==> config.mk <==
export PLATFORM = sky130hd
export DESIGN_NAME = video_header_caption_parser_unit
export DESIGN_NICKNAME = d
export VERILOG_FILES = /design/src/design/vhcp_pkg.sv /design/src/design/vhcp_classify.sv /design/src/design/vhcp_parser.sv /design/src/design/video_header_caption_parser_unit.sv
export SDC_FILE = /design/constraint.sdc
export NUM_CORES = 1
export LEC_CHECK = 0
export BUFFER_PORTS_ARGS = -buffer_cell sky130_fd_sc_hd__buf_4
export CAP_MARGIN = 0
export CORE_MARGIN = 2
export CORE_UTILIZATION = 40
export CTS_BUF_LIST = sky130_fd_sc_hd__clkbuf_4 sky130_fd_sc_hd__clkbuf_8
export DETAILED_ROUTE_END_ITERATION = 8
export GPL_TIMING_DRIVEN = 0
export PLACE_DENSITY = 0.61
export SETUP_SLACK_MARGIN = 0.3
export SLEW_MARGIN = 10
export SYNTH_ARGS = -nofsm -noshare
export SYNTH_HDL_FRONTEND = slang
export SYNTH_SLANG_ARGS = --single-unit
==> constraint.sdc <==
create_clock -name clk_i -period 12.1 [get_ports clk_i]
set_clock_uncertainty 0.15 [all_clocks]
set_input_delay 2.42 -clock clk_i [delete_from_list [all_inputs] [get_ports clk_i]]
set_output_delay 2.42 -clock clk_i [all_outputs]
set_load 0.005 [all_outputs]
==> src/design/vhcp_pkg.sv <==
// ----------------------------------------------------------------------------
// vhcp_pkg
// Shared types and constants of the video header and caption parser.
// ----------------------------------------------------------------------------
`default_nettype none

package vhcp_pkg;

  localparam logic [23:0] START_CODE     = 24'h000001;
  localparam logic [7:0]  CODE_PICTURE   = 8'h00;
  localparam logic [7:0]  CODE_USER_DATA = 8'hB2;
  localparam logic [7:0]  CODE_SEQUENCE  = 8'hB3;
  localparam logic [7:0]  CODE_GOP       = 8'hB8;
  localparam logic [31:0] ATSC_ID        = 32'h47413934;
  localparam logic [7:0]  USER_TYPE_CC   = 8'h03;

  localparam logic [1:0] KIND_GOP      = 2'd0;
  localparam logic [1:0] KIND_SEQUENCE = 2'd1;
  localparam logic [1:0] KIND_PICTURE  = 2'd2;
  localparam logic [1:0] KIND_CAPTION  = 2'd3;

  localparam logic [2:0] CLASS_NONE     = 3'd0;
  localparam logic [2:0] CLASS_TEXT     = 3'd1;
  localparam logic [2:0] CLASS_PREAMBLE = 3'd2;
  localparam logic [2:0] CLASS_MISC     = 3'd3;
  localparam logic [2:0] CLASS_TAB      = 3'd4;

  typedef enum logic [3:0] {
    PH_SCAN,
    PH_CODE,
    PH_GOP,
    PH_SEQ,
    PH_PIC,
    PH_USR_ID,
    PH_USR_TYPE,
    PH_USR_COUNT,
    PH_USR_RSV,
    PH_PAIR
  } phase_e;

  typedef struct packed {
    logic [1:0]  record_kind;
    logic [31:0] position;
    logic        flag_a;
    logic        flag_b;
    logic        flag_c;
    logic [11:0] value_a;
    logic [11:0] value_b;
    logic [5:0]  value_c;
    logic [5:0]  value_d;
    logic [2:0]  caption_class;
    logic [3:0]  command_code;
  } result_t;

endpackage

`default_nettype wire

==> src/design/vhcp_classify.sv <==
// ----------------------------------------------------------------------------
// vhcp_classify
// CEA-608 classification of one parity-stripped caption byte pair.
// ----------------------------------------------------------------------------
`default_nettype none

module vhcp_classify (
  input  wire logic [6:0] hi_i,
  input  wire logic [6:0] lo_i,
  output logic      [2:0] class_o,
  output logic      [3:0] code_o
);
  import vhcp_pkg::*;

  logic [6:0] hi_f;

  always_comb begin
    hi_f = hi_i;
    if (hi_i inside {[7'h18:7'h1F]}) begin
      hi_f = hi_i - 7'd8;
    end
    class_o = CLASS_NONE;
    code_o  = 4'd0;
    if (hi_f >= 7'h20) begin
      class_o = CLASS_TEXT;
    end else if ((hi_f inside {[7'h11:7'h17]} && lo_i >= 7'h40) ||
                 (hi_f == 7'h10 && lo_i inside {[7'h40:7'h5F]})) begin
      class_o = CLASS_PREAMBLE;
    end else if (hi_f inside {[7'h14:7'h15]} && lo_i inside {[7'h20:7'h2F]}) begin
      class_o = CLASS_MISC;
      code_o  = lo_i[3:0];
    end else if (hi_f == 7'h17 && lo_i inside {[7'h21:7'h23]}) begin
      class_o = CLASS_TAB;
      code_o  = lo_i[3:0];
    end
  end

endmodule

`default_nettype wire

==> src/design/vhcp_parser.sv <==
// ----------------------------------------------------------------------------
// vhcp_parser
// Start code search, header field and caption pair extraction, one byte per strobe.
// ----------------------------------------------------------------------------
`default_nettype none

module vhcp_parser (
  input  wire logic              clk_i,
  input  wire logic              rst_ni,
  input  wire logic              step_i,
  input  wire logic [7:0]        byte_i,
  input  wire logic [1:0]        type_sel_i,
  output logic                   emit_o,
  output vhcp_pkg::result_t      result_o
);
  import vhcp_pkg::*;

  phase_e      phase_q, phase_d;
  logic [23:0] recent_q, recent_d;
  logic [2:0]  count_q, count_d;
  logic [31:0] acc_q, acc_d;
  logic [4:0]  pairs_q, pairs_d;
  logic [31:0] pos_q, pos_d;
  logic [31:0] start_q, start_d;

  logic [31:0] a;
  logic [2:0]  count_inc;
  logic [4:0]  pairs_dec;
  logic [2:0]  cls;
  logic [3:0]  code;

  assign a         = {acc_q[23:0], byte_i};
  assign count_inc = count_q + 3'd1;
  assign pairs_dec = pairs_q - 5'd1;

  vhcp_classify u_classify (
    .hi_i   (a[14:8]),
    .lo_i   (a[6:0]),
    .class_o(cls),
    .code_o (code)
  );

  always_ff @(posedge clk_i or negedge rst_ni) begin
    if (!rst_ni) begin
      phase_q  <= PH_SCAN;
      recent_q <= '0;
      count_q  <= '0;
      acc_q    <= '0;
      pairs_q  <= '0;
      pos_q    <= '0;
      start_q  <= '0;
    end else if (step_i) begin
      phase_q  <= phase_d;
      recent_q <= recent_d;
      count_q  <= count_d;
      acc_q    <= acc_d;
      pairs_q  <= pairs_d;
      pos_q    <= pos_d;
      start_q  <= start_d;
    end
  end

  always_comb begin
    phase_d  = phase_q;
    recent_d = {recent_q[15:0], byte_i};
    count_d  = count_q;
    acc_d    = a;
    pairs_d  = pairs_q;
    pos_d    = pos_q + 32'd1;
    start_d  = start_q;
    emit_o   = 1'b0;
    result_o = '0;
    result_o.position = start_q;

    case (phase_q)
      PH_SCAN: begin
        if (recent_d == START_CODE) begin
          start_d = pos_q - 32'd2;
          phase_d = PH_CODE;
        end
      end
      PH_CODE: begin
        count_d = '0;
        acc_d   = '0;
        case (byte_i)
          CODE_PICTURE:   phase_d = PH_PIC;
          CODE_USER_DATA: phase_d = PH_USR_ID;
          CODE_SEQUENCE:  phase_d = PH_SEQ;
          CODE_GOP:       phase_d = PH_GOP;
          default:        phase_d = PH_SCAN;
        endcase
      end
      PH_GOP: begin
        count_d = count_inc;
        if (count_inc >= 3'd4) begin
          phase_d              = PH_SCAN;
          emit_o               = 1'b1;
          result_o.record_kind = KIND_GOP;
          result_o.flag_a      = a[31];
          result_o.flag_b      = a[6];
          result_o.flag_c      = a[5];
          result_o.value_a     = {7'd0, a[30:26]};
          result_o.value_b     = {6'd0, a[25:20]};
          result_o.value_c     = a[18:13];
          result_o.value_d     = a[12:7];
        end
      end
      PH_SEQ: begin
        count_d = count_inc;
        if (count_inc >= 3'd4) begin
          phase_d              = PH_SCAN;
          emit_o               = 1'b1;
          result_o.record_kind = KIND_SEQUENCE;
          result_o.value_a     = a[31:20];
          result_o.value_b     = a[19:8];
          result_o.value_c     = {2'd0, a[7:4]};
          result_o.value_d     = {2'd0, a[3:0]};
        end
      end
      PH_PIC: begin
        count_d = count_inc;
        if (count_inc >= 3'd2) begin
          phase_d              = PH_SCAN;
          emit_o               = 1'b1;
          result_o.record_kind = KIND_PICTURE;
          result_o.value_a     = {2'd0, a[15:6]};
          result_o.value_c     = {3'd0, a[5:3]};
        end
      end
      PH_USR_ID: begin
        count_d = count_inc;
        if (count_inc >= 3'd4) begin
          phase_d = (a == ATSC_ID) ? PH_USR_TYPE : PH_SCAN;
        end
      end
      PH_USR_TYPE: begin
        phase_d = (byte_i == USER_TYPE_CC) ? PH_USR_COUNT : PH_SCAN;
      end
      PH_USR_COUNT: begin
        pairs_d = byte_i[4:0];
        phase_d = PH_USR_RSV;
      end
      PH_USR_RSV: begin
        count_d = '0;
        phase_d = (pairs_q == 5'd0) ? PH_SCAN : PH_PAIR;
      end
      PH_PAIR: begin
        count_d = count_inc;
        if (count_inc >= 3'd3) begin
          count_d = '0;
          pairs_d = pairs_dec;
          if (pairs_dec == 5'd0) begin
            phase_d = PH_SCAN;
          end
          if (a[17:16] == type_sel_i) begin
            emit_o                 = 1'b1;
            result_o.record_kind   = KIND_CAPTION;
            result_o.flag_a        = a[18];
            result_o.value_a       = {5'd0, a[14:8]};
            result_o.value_b       = {5'd0, a[6:0]};
            result_o.value_c       = {4'd0, a[17:16]};
            result_o.caption_class = cls;
            result_o.command_code  = code;
          end
        end
      end
      default: begin
        phase_d = PH_SCAN;
      end
    endcase
  end

endmodule

`default_nettype wire

==> src/design/video_header_caption_parser_unit.sv <==
// ----------------------------------------------------------------------------
// video_header_caption_parser_unit
// MPEG-2 video header and CEA-608 caption pair parser with stream ports.
// ----------------------------------------------------------------------------
// Takes one stream byte per clock with no gaps under continuous traffic,
// unless m_axis_tready holds back a pending result. Each byte passes an
// input register and the parse logic, and its record, if any, lands in
// the output register. Throughput is set by the single-byte parse step.
`default_nettype none

module video_header_caption_parser_unit (
  input  wire logic        clk_i,
  input  wire logic        rst_ni,
  input  wire logic        cfg_valid_i,
  output logic             cfg_ready_o,
  input  wire logic [1:0]  cfg_data_i,    // caption_type_select
  input  wire logic        s_axis_tvalid,
  output logic             s_axis_tready,
  input  wire logic [7:0]  s_axis_tdata,  // stream_byte
  output logic             m_axis_tvalid,
  input  wire logic        m_axis_tready,
  // position, flag_a, flag_b, flag_c, value_a, value_b, value_c, value_d,
  // caption_class, command_code, zero pad
  output logic [79:0]      m_axis_tdata,
  output logic [1:0]       m_axis_tuser   // record_kind
);
  import vhcp_pkg::*;

  logic [1:0] type_sel_q;
  logic [1:0] type_sel_d;
  logic       in_valid_q;
  logic [7:0] in_byte_q;
  logic       out_valid_q;
  result_t    out_q;
  logic       step;
  logic       emit;
  result_t    result;

  assign cfg_ready_o   = 1'b1;
  assign type_sel_d    = cfg_data_i;
  assign step          = in_valid_q && (!out_valid_q || m_axis_tready);
  assign s_axis_tready = !in_valid_q || step;

  always_ff @(posedge clk_i or negedge rst_ni) begin
    if (!rst_ni) begin
      type_sel_q <= 2'd0;
    end else if (cfg_valid_i) begin
      type_sel_q <= type_sel_d;
    end
  end

  always_ff @(posedge clk_i or negedge rst_ni) begin
    if (!rst_ni) begin
      in_valid_q <= 1'b0;
    end else if (s_axis_tvalid && s_axis_tready) begin
      in_valid_q <= 1'b1;
    end else if (step) begin
      in_valid_q <= 1'b0;
    end
  end

  always_ff @(posedge clk_i) begin
    if (s_axis_tvalid && s_axis_tready) begin
      in_byte_q <= s_axis_tdata;
    end
  end

  vhcp_parser u_parser (
    .clk_i     (clk_i),
    .rst_ni    (rst_ni),
    .step_i    (step),
    .byte_i    (in_byte_q),
    .type_sel_i(type_sel_q),
    .emit_o    (emit),
    .result_o  (result)
  );

  always_ff @(posedge clk_i or negedge rst_ni) begin
    if (!rst_ni) begin
      out_valid_q <= 1'b0;
    end else if (step) begin
      out_valid_q <= emit;
    end else if (m_axis_tready) begin
      out_valid_q <= 1'b0;
    end
  end

  always_ff @(posedge clk_i) begin
    if (step && emit) begin
      out_q <= result;
    end
  end

  assign m_axis_tvalid = out_valid_q;
  assign m_axis_tuser  = out_q.record_kind;
  assign m_axis_tdata  = {2'b00, out_q.command_code, out_q.caption_class,
                          out_q.value_d, out_q.value_c, out_q.value_b,
                          out_q.value_a, out_q.flag_c, out_q.flag_b,
                          out_q.flag_a, out_q.position};

  assert property (@(posedge clk_i) disable iff (!rst_ni)
    !in_valid_q |-> s_axis_tready)
    else $error("input register empty but not ready");

  assert property (@(posedge clk_i) disable iff (!rst_ni)
    $rose(m_axis_tvalid) |-> $past(in_valid_q))
    else $error("result without a buffered byte");

  assert property (@(posedge clk_i) disable iff (!rst_ni)
    (m_axis_tvalid && m_axis_tuser != KIND_CAPTION) |->
      (out_q.caption_class == CLASS_NONE && out_q.command_code == 4'd0))
    else $error("header record carries caption class");

  assert property (@(posedge clk_i) disable iff (!rst_ni)
    (m_axis_tvalid && (out_q.caption_class == CLASS_NONE ||
                       out_q.caption_class == CLASS_TEXT ||
                       out_q.caption_class == CLASS_PREAMBLE)) |->
      out_q.command_code == 4'd0)
    else $error("command code set for class without code");

endmodule

`default_nettype wire
==> out/metrics.cfg <==
[timing]
worst_pin_slew_ns=0.999
maxSlewHeadroom=0.324
rsz0062_at_grt=false
timing.final.crit_share=0.462
setup_violations=0
setup_tns_ns=0
hold_ws_ns=0.294
finalMaxSlewViolations=0
hold_violations=0
fmax_mhz=179
period_needed_ns=5.59

[power]
p_leak_nw=4.81
ir_worst_vdd_v=0.0000824
power.density_nw_per_um2=158

[drt]
wl_per_cell_um=16.6
route.detailed.drc=0
vias_per_cell=5.18
first_pass_iters=5
wirelength_um=21900
ant_nets=0
vias=6824
drtIter0Drc=507

[global_route]
grt_util_met2=0.269
gr-usage-met1=0.265
track_usage=0.180
gr-max-usage-layer=met2
grt_pass1_wl_um=35000
grt_util_met3=0.0363
grt_pass1_vias=6515
grt_max_degree=67
gr-total-overflow=0
antenna_found_initial=0

[synth]
synth_seq_cells=208
synthTopCellsByCount=120 x dfrtp_1, 116 x nand2_1, 88 x edfxtp_1
synth_cell_type_count=60
synth_edf_count=88
postSynthAreaPerCell_sq_um=11.3
post-synth-top-area-cell=dfrtp_1
async_flop_share=0.577
synth_most_common_cell=dfrtp_1
synthFlopType=dfrtp_1
yosys-top-cells-area=dfrtp_1 32%, edfxtp_1 28%, nand2_1 4.6%, xnor2_1 4.4%, o21ai_0 2.7%
synthesis.area_sq_um=9420
synth_top_area_frac=0.319
synthesis.instances=833
ys_seq_area_frac=0.599
yosysWarnings=0

[placed_design]
port_buffers=96
gp_congestion=0.891
hpwl_um=15100
place_inst=1255
dpl_cell_area_sq_um=10700

[critical_path]
cp_slowest_cell=nor2b_1
cpPeakStageDelay_ns=0.20
crit_path_start_kind=primary input
worst-path-buf-inv=2
end_kind=output port
crit_chain=buf_4, nor2b_1, nand2_1, buf_4
crit_fanout=3
critical_path_class=primary input to output port
path_common_cell=buf_4
cp_top_family=simple AND/OR/NAND/NOR gates
arrival_ns=3.02
critPathRequiredTime_ns=9.53

[min_path]
hold_path_class=register to register

[die]
core-area_sq_um=23300
die_area_sq_um=24800
rows=56
die-height_um=157
ios=100
start_util=0.405
die_width_um=157

[finish]
final_core_util=0.488
area_delta_synth_final_pct=20.6
drive_gt1_frac=0.194
fin_nets=998
diodes=0
fin_cells=1318
final_area_sq_um=11400

[cts]
postCtsSetupBuffers=0
cts_resized=0
clock_path_buffers=3
clock_sinks=208
clk_pin_slew_ns=0.06
cts_tree=built
cts-root-buf=clkbuf_8
cts_htree_levels=2
holdBufCountCts=0
clock_latency_ns=0.52
cts_buffers=35

[outcome]
status=complete, no violations

[job]
maxCapViolCount=0

==> cell usage in the layout, fill, tap and decap left out, types with 8 or more instances in the layout <==
cell      instances
ha_1             10
dfrtp_1         120
or3_1            12
nand4_1          10
mux2i_1          21
nand2_1         116
nor3_1           19
edfxtp_1         88
nand3_1          29
nand2b_1          9
nor4_1           20
a22o_1           28
xor2_1           16
o21ai_0          50
clkbuf_8         39
a21oi_1           8
and3_1           16
xnor2_1          47
buf_4           100
clkbuf_1         49
inv_1            13
clkbuf_4         12
nor2_1           44
and2_1            9
==> worst paths after layout <==
path                       cells after the start  slack (ns)            startpoint                   end
min in group asynchronous                      1        1.75                rst_ni   u_parser.pairs_q[1]
max reg2reg                                    9        8.29   u_parser.count_q[0]      m_axis_tdata[37]
max                                            4        6.51         m_axis_tready         s_axis_tready
max in group asynchronous                      2        9.34                rst_ni  u_parser.start_q[16]
min reg2reg                                    0        0.29  u_parser.start_q[20]      m_axis_tdata[20]
min                                            0        0.29  u_parser.start_q[20]      m_axis_tdata[20]
==> sequential cells by signal, indices dropped and copies added, names as in the netlist <==
register / cells
u_parser.count_q: 3
in_valid_q: 1
u_parser.acc_q: 24
u_parser.recent_q: 16
m_axis_tdata: 78
type_sel_q: 2
u_parser.pos_q: 32
u_parser.start_q: 32
u_parser.phase_q: 4
m_axis_tuser: 2
u_parser.pairs_q: 5
m_axis_tvalid: 1
in_byte_q: 8
==> stage by stage <==
step	setup WS (ns)	power, W
2_1_floorplan	2.60	0.00109
3_3_place_gp	-0.628	0.00119
3_5_place_dp	6.52	0.00119
4_1_cts	6.51	0.00182
5_1_grt	6.46	0.00189
6_report	6.51	0.00180
==> power breakdown <==
part	total [W]	internal, W	switching, W
clock network	0.000613	0.000336	0.000276
logic	0.000355	0.000146	0.000210
registers	0.000828	0.000777	0.0000515
==> cell families after synthesis <==
family / Yosys count / synth area share
mux: 28 / 0.0307
other cells: 2 / 0.000797
fa+ha+maj: 10 / 0.0133
simple gates: 324 / 0.175
buf+inv: 76 / 0.0343
compound gates: 122 / 0.0886
flops: 208 / 0.599
xor+xnor: 63 / 0.0586
==> area by class of cell <==
type | count | area, sq um
buffer | 63 | 274
clock buffer | 51 | 627
clock inverter | 12 | 70.1
fill | 2169 | 11900
inverter | 13 | 48.8
multi-input combinational | 550 | 3470
sequential | 208 | 5650
tap | 319 | 399
timing repair buffer | 102 | 827
==> routing by layer <==
| layer | vias to the layer above | share of wire |
|---|---|---|
| li1 | 3276 | - |
| met1 | 3320 | 0.48 |
| met2 | 192 | 0.45 |
| met3 | 36 | 0.053 |
| met4 | 0 | 0.020 |
| met5 | - | 0 |
==> worst register-to-register path, cell delays in order (launching register included) <==
cell	delay [ns]
dfrtp_1	0.41
ha_1	0.25
xor2_1	0.44
nor3_1	0.17
nor4_1	0.58
nor2_1	0.22
a211oi_4	0.63
buf_8	0.27
buf_8	0.20
buf_8	0.20
No activity file was read; power rests on OpenSTA's default activity.
